==> config.mk <==
export PLATFORM = sky130hd
export DESIGN_NAME = rc5_ir_frame_receiver
export DESIGN_NICKNAME = d
export VERILOG_FILES = /design/src/hw/rtl/rc5_pkg.sv /design/src/hw/rtl/rc5_cfg_regs.sv /design/src/hw/rtl/rc5_in_stage.sv /design/src/hw/rtl/rc5_core.sv /design/src/hw/rtl/rc5_ir_frame_receiver.sv
export SDC_FILE = /design/constraint.sdc
export NUM_CORES = 1
export LEC_CHECK = 0
export ABC_AREA = 1
export BUFFER_PORTS_ARGS = -buffer_cell sky130_fd_sc_hd__buf_2
export CAP_MARGIN = 20
export CELL_PAD_IN_SITES_DETAIL_PLACEMENT = 1
export CELL_PAD_IN_SITES_GLOBAL_PLACEMENT = 1
export CORE_MARGIN = 8
export CORE_UTILIZATION = 46
export DETAILED_ROUTE_END_ITERATION = 7
export GPL_TIMING_DRIVEN = 0
export PLACE_DENSITY_LB_ADDON = 0.1
export SLEW_MARGIN = 20
export SYNTH_ARGS = -nofsm -noshare
export SYNTH_HDL_FRONTEND = slang
export SYNTH_SLANG_ARGS = --single-unit
==> constraint.sdc <==
create_clock -name clk -period 3.2 [get_ports clk]
set_input_delay 0.32 -clock clk [delete_from_list [all_inputs] [get_ports clk]]
set_output_delay 0.32 -clock clk [all_outputs]
set_load 0.01 [all_outputs]
==> src/hw/rtl/rc5_pkg.sv <==
`timescale 1ns / 1ps

package rc5_pkg;

  // one sampling tick as it enters the receiver
  typedef struct packed {
    logic pin_level;
    logic falling_edge;
    logic read_ack;
  } item_t;

  // timing registers, all in ticks
  typedef struct packed {
    logic [5:0] initial_wait;
    logic [5:0] half_bit_wait;
    logic [5:0] bit_wait;
  } cfg_t;

  typedef struct packed {
    logic       frame_event;
    logic [5:0] command;
    logic [4:0] address;
    logic       toggle_bit;
    logic       new_data;
    logic       busy_res;
  } result_t;

  typedef enum logic [1:0] {
    REG_INITIAL_WAIT  = 2'd0,
    REG_HALF_BIT_WAIT = 2'd1,
    REG_BIT_WAIT      = 2'd2
  } reg_idx_t;

  localparam int unsigned FRAME_W = 12;
  localparam logic [3:0] FRAME_BITS = 4'd12;
  localparam logic [5:0] END_WAIT = 6'd20;

  localparam logic [5:0] INITIAL_WAIT_RST  = 6'd22;
  localparam logic [5:0] HALF_BIT_WAIT_RST = 6'd8;
  localparam logic [5:0] BIT_WAIT_RST      = 6'd18;

endpackage

==> src/hw/rtl/rc5_cfg_regs.sv <==
`timescale 1ns / 1ps

module rc5_cfg_regs
  import rc5_pkg::*;
(
  input  logic       clk,
  input  logic       rst,
  input  logic       cfg_valid,
  input  logic [1:0] cfg_index,
  input  logic [5:0] cfg_data,
  output cfg_t       cfg
);

  always_ff @(posedge clk) begin
    if (rst) begin
      cfg.initial_wait  <= INITIAL_WAIT_RST;
      cfg.half_bit_wait <= HALF_BIT_WAIT_RST;
      cfg.bit_wait      <= BIT_WAIT_RST;
    end else if (cfg_valid) begin
      // writes to an index beyond the register list are dropped
      unique case (cfg_index)
        REG_INITIAL_WAIT:  cfg.initial_wait  <= cfg_data;
        REG_HALF_BIT_WAIT: cfg.half_bit_wait <= cfg_data;
        REG_BIT_WAIT:      cfg.bit_wait      <= cfg_data;
        default: ;
      endcase
    end
  end

endmodule

==> src/hw/rtl/rc5_in_stage.sv <==
`timescale 1ns / 1ps

module rc5_in_stage
  import rc5_pkg::*;
(
  input  logic  clk,
  input  logic  rst,
  input  logic  in_valid,
  output logic  in_ready,
  input  item_t in_item,
  output logic  item_valid,
  input  logic  item_take,
  output item_t item
);

  assign in_ready = !item_valid || item_take;

  always_ff @(posedge clk) begin
    if (rst) begin
      item_valid <= 1'b0;
    end else begin
      item_valid <= (in_valid && in_ready) || (item_valid && !item_take);
    end
  end

  always_ff @(posedge clk) begin
    if (in_valid && in_ready) begin
      item <= in_item;
    end
  end

endmodule

==> src/hw/rtl/rc5_core.sv <==
`timescale 1ns / 1ps

module rc5_core
  import rc5_pkg::*;
(
  input  logic    clk,
  input  logic    rst,
  input  cfg_t    cfg,
  input  logic    item_valid,
  output logic    item_take,
  input  item_t   item,
  output logic    res_valid,
  input  logic    res_ready,
  output result_t res
);

  logic               armed;
  logic               armed_next;
  logic [5:0]         wait_count;
  logic [5:0]         wait_count_next;
  logic               started;
  logic               started_next;
  logic [3:0]         bit_index;
  logic [3:0]         bit_index_next;
  logic [FRAME_W-1:0] shift_word;
  logic [FRAME_W-1:0] shift_word_next;
  logic [FRAME_W-1:0] stored_frame;
  logic [FRAME_W-1:0] stored_frame_next;
  logic               new_flag;
  logic               new_flag_next;
  logic               event_next;

  assign item_take = item_valid && (!res_valid || res_ready);

  always_comb begin
    armed_next        = armed;
    wait_count_next   = wait_count;
    started_next      = started;
    bit_index_next    = bit_index;
    shift_word_next   = shift_word;
    stored_frame_next = stored_frame;
    new_flag_next     = item.read_ack ? 1'b0 : new_flag;
    event_next        = 1'b0;
    priority if (!armed) begin
      if (item.falling_edge) begin
        armed_next      = 1'b1;
        wait_count_next = cfg.initial_wait;
      end
    end else if (wait_count > 6'd1) begin
      wait_count_next = wait_count - 6'd1;
    end else if (!started) begin
      // high start sample means the edge was noise
      if (item.pin_level) begin
        armed_next      = 1'b0;
        wait_count_next = cfg.initial_wait;
      end else begin
        wait_count_next = cfg.half_bit_wait;
        started_next    = 1'b1;
        bit_index_next  = 4'd0;
        shift_word_next = '0;
      end
    end else if (bit_index < FRAME_BITS) begin
      shift_word_next = {shift_word[FRAME_W-2:0], item.pin_level};
      wait_count_next = cfg.bit_wait;
      bit_index_next  = bit_index + 4'd1;
    end else begin
      armed_next      = 1'b0;
      started_next    = 1'b0;
      bit_index_next  = 4'd0;
      wait_count_next = END_WAIT;
      if (stored_frame != shift_word) begin
        stored_frame_next = shift_word;
        new_flag_next     = 1'b1;
        event_next        = 1'b1;
      end
    end
  end

  always_ff @(posedge clk) begin
    if (rst) begin
      armed        <= 1'b0;
      wait_count   <= END_WAIT;
      started      <= 1'b0;
      bit_index    <= 4'd0;
      shift_word   <= '0;
      stored_frame <= '0;
      new_flag     <= 1'b0;
      res_valid    <= 1'b0;
    end else begin
      res_valid <= item_take || (res_valid && !res_ready);
      if (item_take) begin
        armed        <= armed_next;
        wait_count   <= wait_count_next;
        started      <= started_next;
        bit_index    <= bit_index_next;
        shift_word   <= shift_word_next;
        stored_frame <= stored_frame_next;
        new_flag     <= new_flag_next;
      end
    end
  end

  always_ff @(posedge clk) begin
    if (item_take) begin
      res.frame_event <= event_next;
      res.command     <= stored_frame_next[5:0];
      res.address     <= stored_frame_next[10:6];
      res.toggle_bit  <= stored_frame_next[11];
      res.new_data    <= new_flag_next;
      res.busy_res    <= armed_next;
    end
  end

  a_started_armed: assert property (@(posedge clk) disable iff (rst)
    started |-> armed)
    else $error("started set while not armed");

  a_bit_index_range: assert property (@(posedge clk) disable iff (rst)
    bit_index <= FRAME_BITS)
    else $error("bit index past frame length");

  a_event_sets_flag: assert property (@(posedge clk) disable iff (rst)
    item_take && event_next |=> res.new_data && !res.busy_res)
    else $error("frame event without new data or still busy");

  a_noise_idles: assert property (@(posedge clk) disable iff (rst)
    item_take && armed && !started && wait_count <= 6'd1 && item.pin_level
    |=> !armed && !started)
    else $error("noise start bit did not return to idle");

endmodule

==> src/hw/rtl/rc5_ir_frame_receiver.sv <==
`timescale 1ns / 1ps

// RC-5 infrared receiver driven by sampling ticks.
// Input channel (in_valid/in_ready): one request per sampling tick with the
// pin level (active low), a falling-edge flag and a read acknowledge.
// Output channel (out_valid/out_ready): exactly one result per tick, in
// order, giving the frame event pulse, the stored frame split into command,
// address and toggle bit, the new-data flag and the busy flag.
// Config channel (cfg_valid/cfg_ready, cfg_index, cfg_data): writes the
// initial, half-bit and bit wait registers (index 0..2); index 3 is ignored.
// cfg_ready is always high; write only while no tick is in flight.
// From input accept to result valid a tick passes an input register, then
// the state update feeding the result register. Throughput is one tick
// per cycle while out_ready stays high, set by the counter and shift update.
// Reset (synchronous) empties both registers, returns to idle with no
// stored frame and loads the wait registers with 22, 8 and 18.
// When out_ready is low the result is held; the input register still takes
// one more request, after which in_ready drops until the result drains.

module rc5_ir_frame_receiver
  import rc5_pkg::*;
(
  input  logic       clk,
  input  logic       rst,
  input  logic       in_valid,
  output logic       in_ready,
  input  logic       pin_level,
  input  logic       falling_edge,
  input  logic       read_ack,
  output logic       out_valid,
  input  logic       out_ready,
  output logic       frame_event,
  output logic [5:0] command,
  output logic [4:0] address,
  output logic       toggle_bit,
  output logic       new_data,
  output logic       busy_res,
  input  logic       cfg_valid,
  output logic       cfg_ready,
  input  logic [1:0] cfg_index,
  input  logic [5:0] cfg_data
);

  cfg_t    cfg;
  item_t   in_item;
  item_t   item;
  logic    item_valid;
  logic    item_take;
  result_t res;

  assign cfg_ready = 1'b1;
  assign in_item   = '{pin_level: pin_level, falling_edge: falling_edge,
                       read_ack: read_ack};

  rc5_cfg_regs u_cfg (
    .clk       (clk),
    .rst       (rst),
    .cfg_valid (cfg_valid),
    .cfg_index (cfg_index),
    .cfg_data  (cfg_data),
    .cfg       (cfg)
  );

  rc5_in_stage u_in (
    .clk        (clk),
    .rst        (rst),
    .in_valid   (in_valid),
    .in_ready   (in_ready),
    .in_item    (in_item),
    .item_valid (item_valid),
    .item_take  (item_take),
    .item       (item)
  );

  rc5_core u_core (
    .clk        (clk),
    .rst        (rst),
    .cfg        (cfg),
    .item_valid (item_valid),
    .item_take  (item_take),
    .item       (item),
    .res_valid  (out_valid),
    .res_ready  (out_ready),
    .res        (res)
  );

  assign frame_event = res.frame_event;
  assign command     = res.command;
  assign address     = res.address;
  assign toggle_bit  = res.toggle_bit;
  assign new_data    = res.new_data;
  assign busy_res    = res.busy_res;

endmodule

# After elaboration in Yosys (flattened, before gate mapping)
# Index checks and enable logic that the tools add are counted.
[classes] add_sub_neg=2 magnitude_cmp=2 eq_ne=5 mux=30 n_bitwise=3 n_reduce_logical=22
[ops] op="$mux 12" n=8
[ops] op="$mux 6" n=6
[ops] op="$mux 1" n=13
[ops] op="$mux 4" n=3
[ops] op="$ne 12x12->1" n=1
[ops] op="$reduce_and 2->1" n=4
[ops] op="$gt 6x1->1 const B" n=1
[ops] op="$sub 6x1->6 const B" n=1
[ops] op="$reduce_and 5->1" n=1
[ops] op="$add 4x1->4 const B" n=1
[ops] op="$logic_and 1x1->1" n=4
[ops] op="$logic_not 1->1" n=4
[ops] op="$logic_or 1x1->1" n=4
[ops] op="$lt 4x4->1 const B" n=1
[ops] op="$reduce_and 4->1" n=1
[ops] op="$reduce_or 4->1" n=1
[ops] op="$not 1->1" n=3
[ops] op="$reduce_and 3->1" n=1
[ops] op="$eq 2x1->1 const B" n=1
[ops] op="$eq 2x2->1 const B" n=1
[ops] op="$logic_not 2->1" n=1
[ops] op="$ne 2x1->1 const B" n=1
[ops] op="$ne 2x2->1 const B" n=1
[ops] op="$reduce_bool 2->1" n=1
[word_totals] register_bits=75 output_inout_bits=18 word_cells=85

# Depth between registers and ports, before layout
# Gate-level depths: netlist of run 1.
[depth] depth_word=6 depth_mapped=14

# Modules after synthesis
# A second synthesis of run 1 with hierarchy kept.
[hier_totals] cells_unflattened=626 area_unflattened_um2=4122.7
[by_module_without_submodules] mod="rc5_core" instances=1 cells_per_inst=508 area_each_um2=3230.6 seq_area_each_um2=1211.2
[by_module_without_submodules] mod="rc5_cfg_regs" instances=1 cells_per_inst=107 area_each_um2=743.2 seq_area_each_um2=360.3
[by_module_without_submodules] mod="rc5_in_stage" instances=1 cells_per_inst=9 area_each_um2=137.6 seq_area_each_um2=110.1
[by_module_without_submodules] mod="rc5_ir_frame_receiver" instances=1 cells_per_inst=2 area_each_um2=11.3 seq_area_each_um2=0.0

# Worst setup path before layout of run 1
# Ideal clock, no wire load.
[synth_timing] kind="register to register" start="reg u_core.wait_count[0]" end="reg u_core.res[4] (netlist name)" setup_time_ns=0.254 arrival_time_ns=1.336 slack_ns=1.610 path_stages_with_launch=13 n_path_buf=2 synth_period_minus_slack_ns=1.590 path_cell_list="dfxtp_1 -> inv_1 -> ha_1 -> inv_1 -> nand2_1 -> nand3_4 -> buf_6 -> inv_4 -> buf_6 -> nand2_1 -> nand2_1 -> nand2_1 -> nand2_1"
[synth_between] elab_chain_len=3
[synth_lines] item="start, declared" line_no="rc5_core.sv:19" source="logic [5:0] wait_count;"
[synth_lines] item="start signal, assigned" line_no="rc5_core.sv:93" source="wait_count <= wait_count_next;"
[synth_lines] item="$gt 6x1->1" line_no="rc5_core.sv:49" source="end else if (wait_count > 6'd1) begin"
[synth_lines] item="$mux 12" line_no="rc5_core.sv:49"
[synth_lines] item="$mux 12" line_no="rc5_core.sv:44" source="priority if (!armed) begin"
[synth_lines] item="via u_core.stored_frame_next[7]" line_no="rc5_core.sv:28" source="logic [FRAME_W-1:0] stored_frame_next;"
# The timed path passes the listed nets, and every way through them passes these cells.
# A chain may end at the register's enable or synchronous reset.

# Worst setup path in the final report of run 1
[layout_timing] start="reg u_core.wait_count[0]" end="reg u_core.shift_word[4]"
[layout_between] elab_chain_len=3
[layout_lines] item="$gt 6x1->1" line_no="rc5_core.sv:49"
[layout_lines] item="$not 1->1 (no line)"
[layout_lines] item="$reduce_and 5->1 (no line)"
[layout_lines] item="end signal, assigned" line_no="rc5_core.sv:96" source="shift_word <= shift_word_next;"
[layout_lines] item="end, declared" line_no="rc5_core.sv:25" source="logic [FRAME_W-1:0] shift_word;"
# Every way passes these cells.

==> PnR_summary.wiki, run 1 <==
{| class="wikitable"
! Metric !! Value
|-
| Count of pins over their slew limit || 0
|-
| CTS Root Cell || clkbuf_8
|-
| Num CTS Buffers || 9
|-
| Number of library cell types mapped by synthesis || 37
|-
| Number of buffers between clock root and the deepest sink || 2
|-
| Yosys synthesis warning count || 0
|-
| Area occupied by registers || approximately 1700 sq um
|-
| Global-route wire length before repair || around 20000 microns
|-
| Drt total wl || approximately 12000 microns
|-
| Starting density of the core || 0.470
|-
| Synthesis-to-layout area growth || 12.9%
|-
| Worst slew pin tran || between 600 and 700 ps
|-
| Num ports || 34
|-
| Endpoints failing setup || 0
|-
| Number of vias per cell || ~5.2
|-
| Final cycle utilization of the critical path || 0.609
|-
| Maximum net fanout on the critical path || 10
|-
| Cell count after synthesis || 597
|-
| Clock tree from TritonCTS || done
|-
| Vias in the first global route || about 4000
|-
| Total number of nets in the final design || ~660
|-
| Area of the die || 12100 sq um
|-
| Detailed-placement wirelength estimate || between 8000 and 9000 microns
|-
| Die span in x || 110 microns
|-
| Outcome || finished, final reports clean
|-
| Clock latency reported for the late side of the worst-skew pair || about 360 ps
|-
| Power density relative to cell area || 469 nW/um^2
|-
| Largest vdd supply drop || 207 uV
|-
| Worst reg-to-reg path cell count || 11
|-
| Syn Nets || slightly above 600
|-
| Highest achievable clock rate || around 500 MHz
|-
| Commonest cells after routing, fill and taps aside || nand2_1, inv_1, dfxtp_1, nand3_1, buf_2
|-
| Area share of the largest cell type after synthesis || 0.281
|-
| P_leak || between 2 and 2.5 nW
|-
| Minimum clock period || approximately 1900 ps
|-
| Port-buffer cells || 31
|-
| Number of storage elements in the synthesis netlist || 75
|-
| Reg2reg start || u_core.wait_count[0]$_SDFFE_PP0P_
|-
| ANT cells || 0
|-
| Largest net degree at the start of global routing || 25
|-
| Multi-input gate area || about 2000 sq um
|-
| Most area-hungry cell type in the Yosys netlist || dfxtp_1
|-
| Data required time at the worst endpoint || 3430 ps
|-
| Standard cell core area || 8640 sq um
|-
| Largest clock skew in the final design || roughly 11 ps
|-
| Height of the die || approximately 110 microns
|-
| Weighted congestion at the end of routability-driven global placement || ~0.85
|-
| Critical path class || flop to flop
|-
| Detailed router's first-iteration violation count || 151
|-
| Post-CTS clock slew at the launch and capture registers of the worst setup and hold paths || 90 ps
|-
| CP Launch Type || flop
|-
| Category of the worst setup path capture point || flop
|-
| Cell area after placement || between 4000 and 5000 sq um
|-
| Post-route ant nets || 0
|-
| Hold Vio Cnt, Final || 0
|-
| Design Area, Final || 4580 sq um
|-
| Worst EP arrival || 2180 ps
|-
| Launching instance or port of the critical path || u_core.wait_count[0]$_SDFFE_PP0P_
|-
| DRC || 0
|-
| Final-layout fill cell count || 1165
|-
| Max-cap viol count || 0
|-
| Cts hold-fix bufs || 0
|-
| First-pass DRT Iterations || 4
|-
| Min-delay src || read_ack
|-
| H-Tree Level Count || 3
|-
| Number of gates resized after CTS || 0
|-
| Initial antenna violation count || 0
|-
| Count of vias placed by the detailed router || slightly below 4000
|-
| Area of the mapped netlist || 4060 sq um
|-
| Most frequent standard cell in the layout excluding fill and tap cells || nand2_1
|-
| Avg WL per Cell || 16.4 microns
|-
| Part of the Yosys area used for sequential elements || 0.414
|-
| Global-route total usage across every layer || 0.215
|-
| Mean area per synthesized cell || 6.80 sq um
|-
| HP Class || input port to flop
|-
| Buffers inserted during post-CTS setup optimization || 0
|-
| Aggregate global routing overflow || 0
|-
| Total Neg Setup Slack || 0 ps
|-
| Relative slew slack || 0.546
|-
| Row count || 34
|-
| Clock sink total || 75
|-
| Layout cells sized above 1 || 0.141
|-
| Cells taking the most area after synthesis || dfxtp_1, nand2_1, edfxtp_1, inv_1, nand3_1
|-
| Depth of the worst hold-timing path || 1
|-
| Setup repair after global routing missed its margin || false
|}
==> layout make-up <==
cell class / count / share of cell area
clock inverter: 4 / 0.0117
inverter: 70 / 0.0579
tap: 108 / 0.0295
multi-input combinational: 426 / 0.430
clock buffer: 12 / 0.0388
buffer: 26 / 0.0309
sequential: 75 / 0.367
timing repair buffer: 31 / 0.0339
==> routing by layer <==
metal	part of all wire	vias up	global-route usage
li1	-	1963	-
met1	0.45	1911	0.261
met2	0.50	50	0.376
met4	0.020	0	0.0858
met5	0	-	0
met3	0.024	23	0.0258
==> power by group <==
part | internal, mW | total (mW) | leakage, nW | switching [mW]
sequential | 1.02 | 1.05 | 0.637 | 0.0347
clock | 0.459 | 0.840 | 0.117 | 0.381
combinational | 0.0883 | 0.259 | 1.38 | 0.171
total | 1.56 | 2.15 | 2.14 | 0.587
==> cells by family after synthesis <==
kind of cell | Yosys count | synth area share
AND/OR/NAND/NOR | 328 | 0.335
buffers and inverters | 96 | 0.100
AO/OA/AOI/OAI | 86 | 0.123
flip-flops | 75 | 0.414
XOR/XNOR | 8 | 0.0173
adder cells (fa/ha/maj) | 3 | 0.00925
other | 1 | 0.000924
==> critical path: stages (launching register included) <==
cell	delay, ps
dfxtp_1	330
inv_1	140
ha_1	230
inv_1	70
nand2_1	110
nand3_4	100
buf_6	170
inv_4	110
nand4_1	170
buf_4	230
nand2_1	100
a21oi_2	60
==> metrics by stage <==
stage	hold WS (ps)	total power, mW	std cells	utilization	setup WS (ps)
2_1_floorplan	419	1.24	597	-	1610
3_3_place_gp	435	1.32	736	0.503	1260
3_5_place_dp	445	1.33	736	0.503	1230
4_1_cts	118	2.16	752	0.530	1230
5_1_grt	123	2.24	752	0.530	1120
6_report	125	2.15	752	0.530	1250
==> state kept, by name, summed over array words and instances (netlist names) <==
signal / cells
u_core.bit_index: 4
u_core.wait_count: 6
u_core.res_valid: 1
u_in.item: 3
u_core.started: 1
u_core.stored_frame: 12
u_core.armed: 1
u_core.shift_word: 12
u_core.res: 15
u_cfg.cfg: 18
u_in.item_valid: 1
u_core.new_flag: 1
==> synthesized netlist by cell type (all sizes together) <==
library cell and number:
o2111ai 1, ha 3, nor3 3, dfxtp 57, or2 1, xnor2 4
nand4 3, o21ai 27, inv 70, nor3b 1, xor2 4, clkbuf 9
edfxtp 18, o211ai 6, a21oi 48, a31oi 1, nor2 32, nand3 41
o211a 1, buf 17, conb 1, nand2 247, o22ai 2
==> worst paths after layout <==
path | end | slack (ps)
setup reg to reg | u_core.shift_word[4]$_SDFFE_PP0P_ | 1250
hold / removal | u_in.item[0]$_DFFE_PP_ | 120
setup / recovery | u_core.shift_word[4]$_SDFFE_PP0P_ | 1250
hold reg to reg | u_cfg.cfg[0]$_SDFFE_PP0P_ | 450
(Power assumes the default switching activity.)
==> inputs of run 2 (changes only) <==
Settings changed: CORE_UTILIZATION 46 to 43.
Clock period 3.2 ns to 1.9 ns, I/O delays scaled along.
==> run 2 against run 1 <==
Compared with the run above: die area up 5.9%; register-to-register slack worse by 1100 ps; worst setup slack worse by 1100 ps; global-route usage down 1.3 points; critical path depth unchanged.
==> PnR_summary.wiki, run 2 (same netlist as run 1, synthesis figures left out) <==
{| class="wikitable"
! Metric !! Value
|-
| Weighted congestion at the end of routability-driven global placement || 0.806 (-5.0%)
|-
| Detailed router's first-iteration violation count || 168 (+11%)
|-
| H-Tree Level Count || 3 (unchanged)
|-
| Global-route wire length before repair || 20400 microns (+1.8%)
|-
| Top register by number of flip-flops || u_cfg.cfg
|-
| Hold Vio Cnt, Final || 0 (unchanged)
|-
| Row count || 35 (+2.9%)
|-
| First-pass DRT Iterations || 4 (unchanged)
|-
| Combinational Power Share || 0.127 (+0.006)
|-
| Avg WL per Cell || 16.4 microns (about the same)
|-
| Setup repair after global routing missed its margin || false
|-
| P_leak || 2.14 nW (about the same)
|-
| Largest clock skew in the final design || 15.1 ps (+4.24 ps)
|-
| PnR Total Power || 3.47 mW (+61%)
|-
| Crit path cell chain || inv_1, ha_4, inv_1, nand2_1, nand3_4, buf_6, clkbuf_4, nand2_1, nand2_1, nand2_1, nand2_1
|-
| Number of buffers between clock root and the deepest sink || 2 (unchanged)
|-
| Largest net degree at the start of global routing || 25 (unchanged)
|-
| Critical path class || flop to flop
|-
| Detailed-placement wirelength estimate || 9120 microns (+2.6%)
|-
| Global Route met1 Usage || 0.233 (-0.0273)
|-
| Maximum net fanout on the critical path || 10 (unchanged)
|-
| Category of the worst setup path capture point || flop
|-
| ANT cells || 0 (unchanged)
|-
| Worst EP arrival || 1880 ps (-300 ps)
|-
| Area of the die || 12800 sq um (+5.9%)
|-
| Endpoints failing setup || 0 (unchanged)
|-
| Sw Ratio || 0.280 (+0.00701)
|-
| Height of the die || 113 microns (+2.9%)
|-
| Commonest cells after routing, fill and taps aside || nand2_1, inv_1, dfxtp_1, nand3_1, a21oi_1
|-
| Top Registers || u_cfg.cfg x18, u_core.res x15
|-
| CTS Root Cell || clkbuf_8
|-
| Number of placed instances, taps included || 739 (+0.41%)
|-
| Max-cap viol count || 0 (unchanged)
|-
| Minimum clock period || 1780 ps (-168 ps)
|-
| Largest vdd supply drop || 412 uV (+99%)
|-
| Clock share of power || 0.363 (-0.028)
|-
| Aggregate global routing overflow || 0 (unchanged)
|-
| Post-route ant nets || 0 (unchanged)
|-
| Slowest cell on the critical path || dfxtp_1
|-
| Total number of nets in the final design || 660 (+0.30%)
|-
| Layout cells sized above 1 || 0.147 (+0.00575)
|-
| Data required time at the worst endpoint || 2000 ps (-1430 ps)
|-
| Number of vias per cell || 5.18 (-1.4%)
|-
| Worst slew pin tran || 769 ps (+86.9 ps)
|-
| Non-filler cells, final || 757 (+0.66%)
|-
| M3 GR Usage || 0.0357 (+0.00988)
|-
| Clock tree from TritonCTS || done
|-
| Initial antenna violation count || 0 (unchanged)
|-
| Design Area, Final || 4600 sq um (+0.41%)
|-
| Count of vias placed by the detailed router || 3919 (-0.71%)
|-
| Finished Core Util || 0.500 (-0.0303)
|-
| Global-route total usage across every layer || 0.202 (-0.0126)
|-
| Relative slew slack || 0.488 (-0.0579)
|-
| Synthesis-to-layout area growth || 13.3%
|-
| Top Usage Layer GRT || met2
|-
| Buffers plus inverters on the worst setup path || 4 (-1)
|-
| Vias in the first global route || 4077 (+1.6%)
|-
| Count of pins over their slew limit || 0 (unchanged)
|-
| Max FFs per register || 18 (unchanged)
|-
| Num CTS Buffers || 9 (unchanged)
|-
| Port-buffer cells || 31 (unchanged)
|-
| Cell area after placement || 4350 sq um (about the same)
|-
| Standard cell core area || 9200 sq um (+6.5%)
|-
| Clock latency reported for the late side of the worst-skew pair || 360 ps (about the same)
|-
| Drt total wl || 12400 microns (+0.68%)
|-
| Sequential power share || 0.510 (+0.022)
|-
| Max stage delay on crit path || 330 ps (about the same)
|-
| DRC || 0 (unchanged)
|-
| Cell class contributing the biggest share of worst-path delay || buffers and inverters
|-
| Clock sink total || 75 (unchanged)
|-
| CP Launch Type || flop
|-
| Outcome || finished, final reports clean
|-
| Starting density of the core || 0.441 (-0.0286)
|-
| Most numerous cell on the critical path || nand2_1
|-
| Switching Power || 972 uW (+66%)
|-
| Cell-internal power || 2.50 mW (+60%)
|-
| Power density relative to cell area || 755 nW/um^2 (+61%)
|-
| Final cycle utilization of the critical path || 0.938 (+0.329)
|-
| Num ports || 34 (unchanged)
|-
| Die span in x || 113 microns (+2.9%)
|-
| Highest achievable clock rate || 561 MHz (+9.4%)
|-
| HP Class || input port to flop
|-
| Post-CTS clock slew at the launch and capture registers of the worst setup and hold paths || 90 ps (about the same)
|-
| Met2 layer usage reported by global route || 0.371 (-0.00525)
|-
| Most frequent standard cell in the layout excluding fill and tap cells || nand2_1
|}
## run 2: changes by cell type in the layout (fill, tap and decap cells not counted), moves of 2 or more
cell	delta
buf_2	-2
buf_4	+2
clkbuf_4	+2
clkinv_4	-2
## run 2: metal layers
metal / wire length (microns) / vias to the layer above
met3: 343 / 8
met2: 6530 / 56
met4: 118 / 0
met1: 5420 / 1888
met5: 0 / -
li1: - / 1967
## run 2: metrics by stage
stage / setup slack [ps] / setup TNS, ps / hold WS [ps]
after global routing: 22.3 / 0 / 0.492
after detailed placement: -8.72 / -15.4 / 369
after CTS: 11.7 / 0 / 2.51
final: 118 / 0 / 12.9
after floorplan: 310 / 0 / 289
after global placement: 26.1 / 0 / 368
## run 2: path summary, 6_finish.rpt
| path | from | end | slack [ps] | cells past startpoint |
|---|---|---|---|---|
| min reg2reg | u_cfg.cfg[9]$_SDFFE_PP1P_ | u_cfg.cfg[9]$_SDFFE_PP1P_ | 470 | 2 |
| max reg2reg | u_core.wait_count[1]$_SDFFE_PP0P_ | u_core.res[13]$_DFFE_PP_ | 120 | 11 |
| max | u_core.wait_count[1]$_SDFFE_PP0P_ | u_core.res[13]$_DFFE_PP_ | 120 | 11 |
| min | pin_level | u_in.item[2]$_DFFE_PP_ | 10 | 1 |
## run 2: repair_timing
item	4_1_cts	5_1_grt
hold endpoints to repair	1	0
setup buffers	1	1
hold buffers	1	0
pin swaps	1	2
setup endpoints to repair	17	52
resized for setup	1	7
gates cloned	0	0
## run 2: final cells by class
class / count / area (sq um)
Fill cell: 1260 / 4600
Multi-Input combinational cell: 426 / 1980
Sequential cell: 75 / 1680
Inverter: 70 / 268
Clock buffer: 13 / 181
Timing Repair Buffer: 34 / 180
Buffer: 25 / 146
Tap cell: 111 / 139
Clock inverter: 3 / 18.8
## run 2: worst register-to-register path: cells and delay by family, from the launching register on
kind | cells | cell delay (ps)
AND/OR/NAND/NOR | 6 | 470
buffers and inverters | 4 | 550
flip-flops | 1 | 330
adder cells (fa/ha/maj) | 1 | 160
## run 2: power groups by stage
stage	Clock (mW)	Sequential, mW	Combinational [mW]
after global placement	0	1.80	0.418
after detailed placement	0	1.81	0.436
after global routing	1.34	1.78	0.500
after CTS	1.28	1.77	0.441
final	1.26	1.77	0.441
after floorplan	0	1.80	0.289
==> inputs of run 3 (changes only) <==
Clock period 1.9 ns to 1.91 ns, I/O delays scaled along.
==> run 3 against run 2 <==
Compared with the run above: non-clock buffer count decreased by 1; fmax grew 0.45%; critical path type unchanged; critical path depth increased by 1; register-to-register slack gained 20 ps.
==> PnR_summary.wiki, run 3 (same netlist as run 1, synthesis figures left out) <==
{| class="wikitable"
! Metric !! Value
|-
| Minimum clock period || 1770 ps (-8.00 ps)
|-
| Num ports || 34 (unchanged)
|-
| Global-route total usage across every layer || 0.202 (unchanged)
|-
| Clock tree from TritonCTS || done
|-
| Commonest cells after routing, fill and taps aside || nand2_1, inv_1, dfxtp_1, nand3_1, a21oi_1
|-
| Count of vias placed by the detailed router || 3898 (-0.54%)
|-
| Avg WL per Cell || 16.4 microns (about the same)
|-
| Setup repair after global routing missed its margin || false
|-
| Num CTS Buffers || 9 (unchanged)
|-
| Met2 wire len || 6450 microns (-1.2%)
|-
| Hold slack final || 15.1 ps (+2.23 ps)
|-
| Global-route wire length before repair || 20400 microns (unchanged)
|-
| Total number of nets in the final design || 659 (-0.15%)
|-
| Drt total wl || 12400 microns (-0.10%)
|-
| Largest net degree at the start of global routing || 25 (unchanged)
|-
| Port-buffer cells || 31 (unchanged)
|-
| CP Launch Type || flop
|-
| Area of the die || 12800 sq um (unchanged)
|-
| Height of the die || 113 microns (unchanged)
|-
| Top layer in use || met4
|-
| Max FFs per register || 18 (unchanged)
|-
| Vias in the first global route || 4077 (unchanged)
|-
| H-Tree Level Count || 3 (unchanged)
|-
| Post-CTS clock slew at the launch and capture registers of the worst setup and hold paths || 90 ps (about the same)
|-
| Area occupied by registers || 1680 sq um (unchanged)
|-
| Die span in x || 113 microns (unchanged)
|-
| Data required time at the worst endpoint || 2170 ps (+170 ps)
|-
| Final cycle utilization of the critical path || 0.929 (-0.00910)
|-
| Met3 Routed Length || 413 microns (+20%)
|-
| Aggregate global routing overflow || 0 (unchanged)
|-
| ANT cells || 0 (unchanged)
|-
| Worst slew pin tran || 732 ps (-36.8 ps)
|-
| Highest achievable clock rate || 564 MHz (+0.45%)
|-
| Clock sink total || 75 (unchanged)
|-
| Critical path class || flop to flop
|-
| Number of vias per cell || 5.16 (-0.40%)
|-
| Routed length on met1 || 5370 microns (-0.94%)
|-
| Detailed router's first-iteration violation count || 149 (-11%)
|-
| Outcome || finished, final reports clean
|-
| Maximum net fanout on the critical path || 10 (unchanged)
|-
| Clock latency reported for the late side of the worst-skew pair || 350 ps (about the same)
|-
| Initial antenna violation count || 0 (unchanged)
|-
| Multi-input gate area || 1980 sq um (unchanged)
|-
| Largest vdd supply drop || 407 uV (-1.3%)
|-
| Cell area after placement || 4350 sq um (unchanged)
|-
| Power density relative to cell area || 752 nW/um^2 (-0.44%)
|-
| DRC || 0 (unchanged)
|-
| Number of placed instances, taps included || 739 (unchanged)
|-
| Weighted congestion at the end of routability-driven global placement || 0.806 (unchanged)
|-
| Relative slew slack || 0.512 (+0.0246)
|-
| Category of the worst setup path capture point || flop
|-
| Worst EP arrival || 2030 ps (+150 ps)
|-
| Post-route ant nets || 0 (unchanged)
|-
| Max-cap viol count || 0 (unchanged)
|-
| Count of pins over their slew limit || 0 (unchanged)
|-
| Most frequent standard cell in the layout excluding fill and tap cells || nand2_1
|-
| Hold Vio Cnt, Final || 0 (unchanged)
|-
| Top Registers || u_cfg.cfg x18, u_core.res x15
|-
| Starting density of the core || 0.441 (unchanged)
|-
| First-pass DRT Iterations || 4 (unchanged)
|-
| Standard cell core area || 9200 sq um (unchanged)
|-
| Row count || 35 (unchanged)
|-
| Synthesis-to-layout area growth || 13.1%
|-
| Largest clock skew in the final design || 14.4 ps (-0.645 ps)
|-
| P_leak || 2.13 nW (-0.26%)
|-
| Non-filler cells, final || 756 (-0.13%)
|-
| Endpoints failing setup || 0 (unchanged)
|-
| CTS Root Cell || clkbuf_8
|-
| Number of buffers between clock root and the deepest sink || 2 (unchanged)
|-
| Design Area, Final || 4590 sq um (-0.16%)
|-
| Final-layout fill cell count || 1259 (-0.079%)
|-
| HP Class || input port to flop
|-
| Top register by number of flip-flops || u_cfg.cfg
|-
| Layout cells sized above 1 || 0.146 (-0.00132)
|-
| Detailed-placement wirelength estimate || 9120 microns (unchanged)
|-
| Total Neg Setup Slack || 0 ps (unchanged)
|}
## run 3: report_power, final
group          internal [mW]  total, mW  switching (mW)  leakage (nW)
clock network          0.631       1.25           0.619         0.100
logic                  0.153      0.439           0.286          1.39
registers               1.70       1.76          0.0597         0.638
total                   2.49       3.45           0.965          2.13
## run 3: worst max-delay path: stages, from the launching register on
cell	delay, ps
dfxtp_1	360
inv_1	100
ha_1	190
inv_1	50
nand2_1	70
nand3_4	90
buf_6	180
inv_6	70
buf_8	140
o21ai_1	140
o22ai_1	110
nand2_1	100
nand2_1	50
## run 3: per-stage QoR
step,setup slack [ps],utilization,power [mW]
after detailed placement,1.28,0.473,2.23
after global routing,32.3,0.499,3.60
after global placement,36.1,0.473,2.21
final,136,0.499,3.45
after floorplan,320,-,2.08
after CTS,21.7,0.497,3.48
## run 3: what timing repair did
action | CTS | global route
pin swaps | 1 | 1
resized for setup | 1 | 7
setup endpoints to repair | 13 | 52
hold endpoints to repair | 1 | 0
setup buffers | 1 | 0
hold buffers | 1 | 0
## run 3: layout make-up
type                    instances  share of cell area
plain buffers                  25              0.0319
clock buffers                  13              0.0395
inverters                      70              0.0583
multi-input cells             426               0.432
clock inverters                 3             0.00409
flip-flops and latches         75               0.367
repair buffers                 33              0.0376
well taps                     111              0.0303
## run 3: per-layer routing
layer	GRT usage	vias to the layer above
met2	0.371	57
met4	0.0586	0
met5	0	-
met1	0.233	1866
met3	0.0357	11
li1	-	1964
## run 3: final timing paths
path,from,end,slack [ps],cells past startpoint
worst min-delay path,pin_level,u_in.item[2]$_DFFE_PP_,20,1
worst min register to register,u_cfg.cfg[9]$_SDFFE_PP1P_,u_cfg.cfg[9]$_SDFFE_PP1P_,470,2
worst max register to register,u_core.wait_count[1]$_SDFFE_PP0P_,u_core.wait_count[2]$_SDFFE_PP1P_,140,12
worst max-delay path,u_core.wait_count[1]$_SDFFE_PP0P_,u_core.wait_count[2]$_SDFFE_PP1P_,140,12
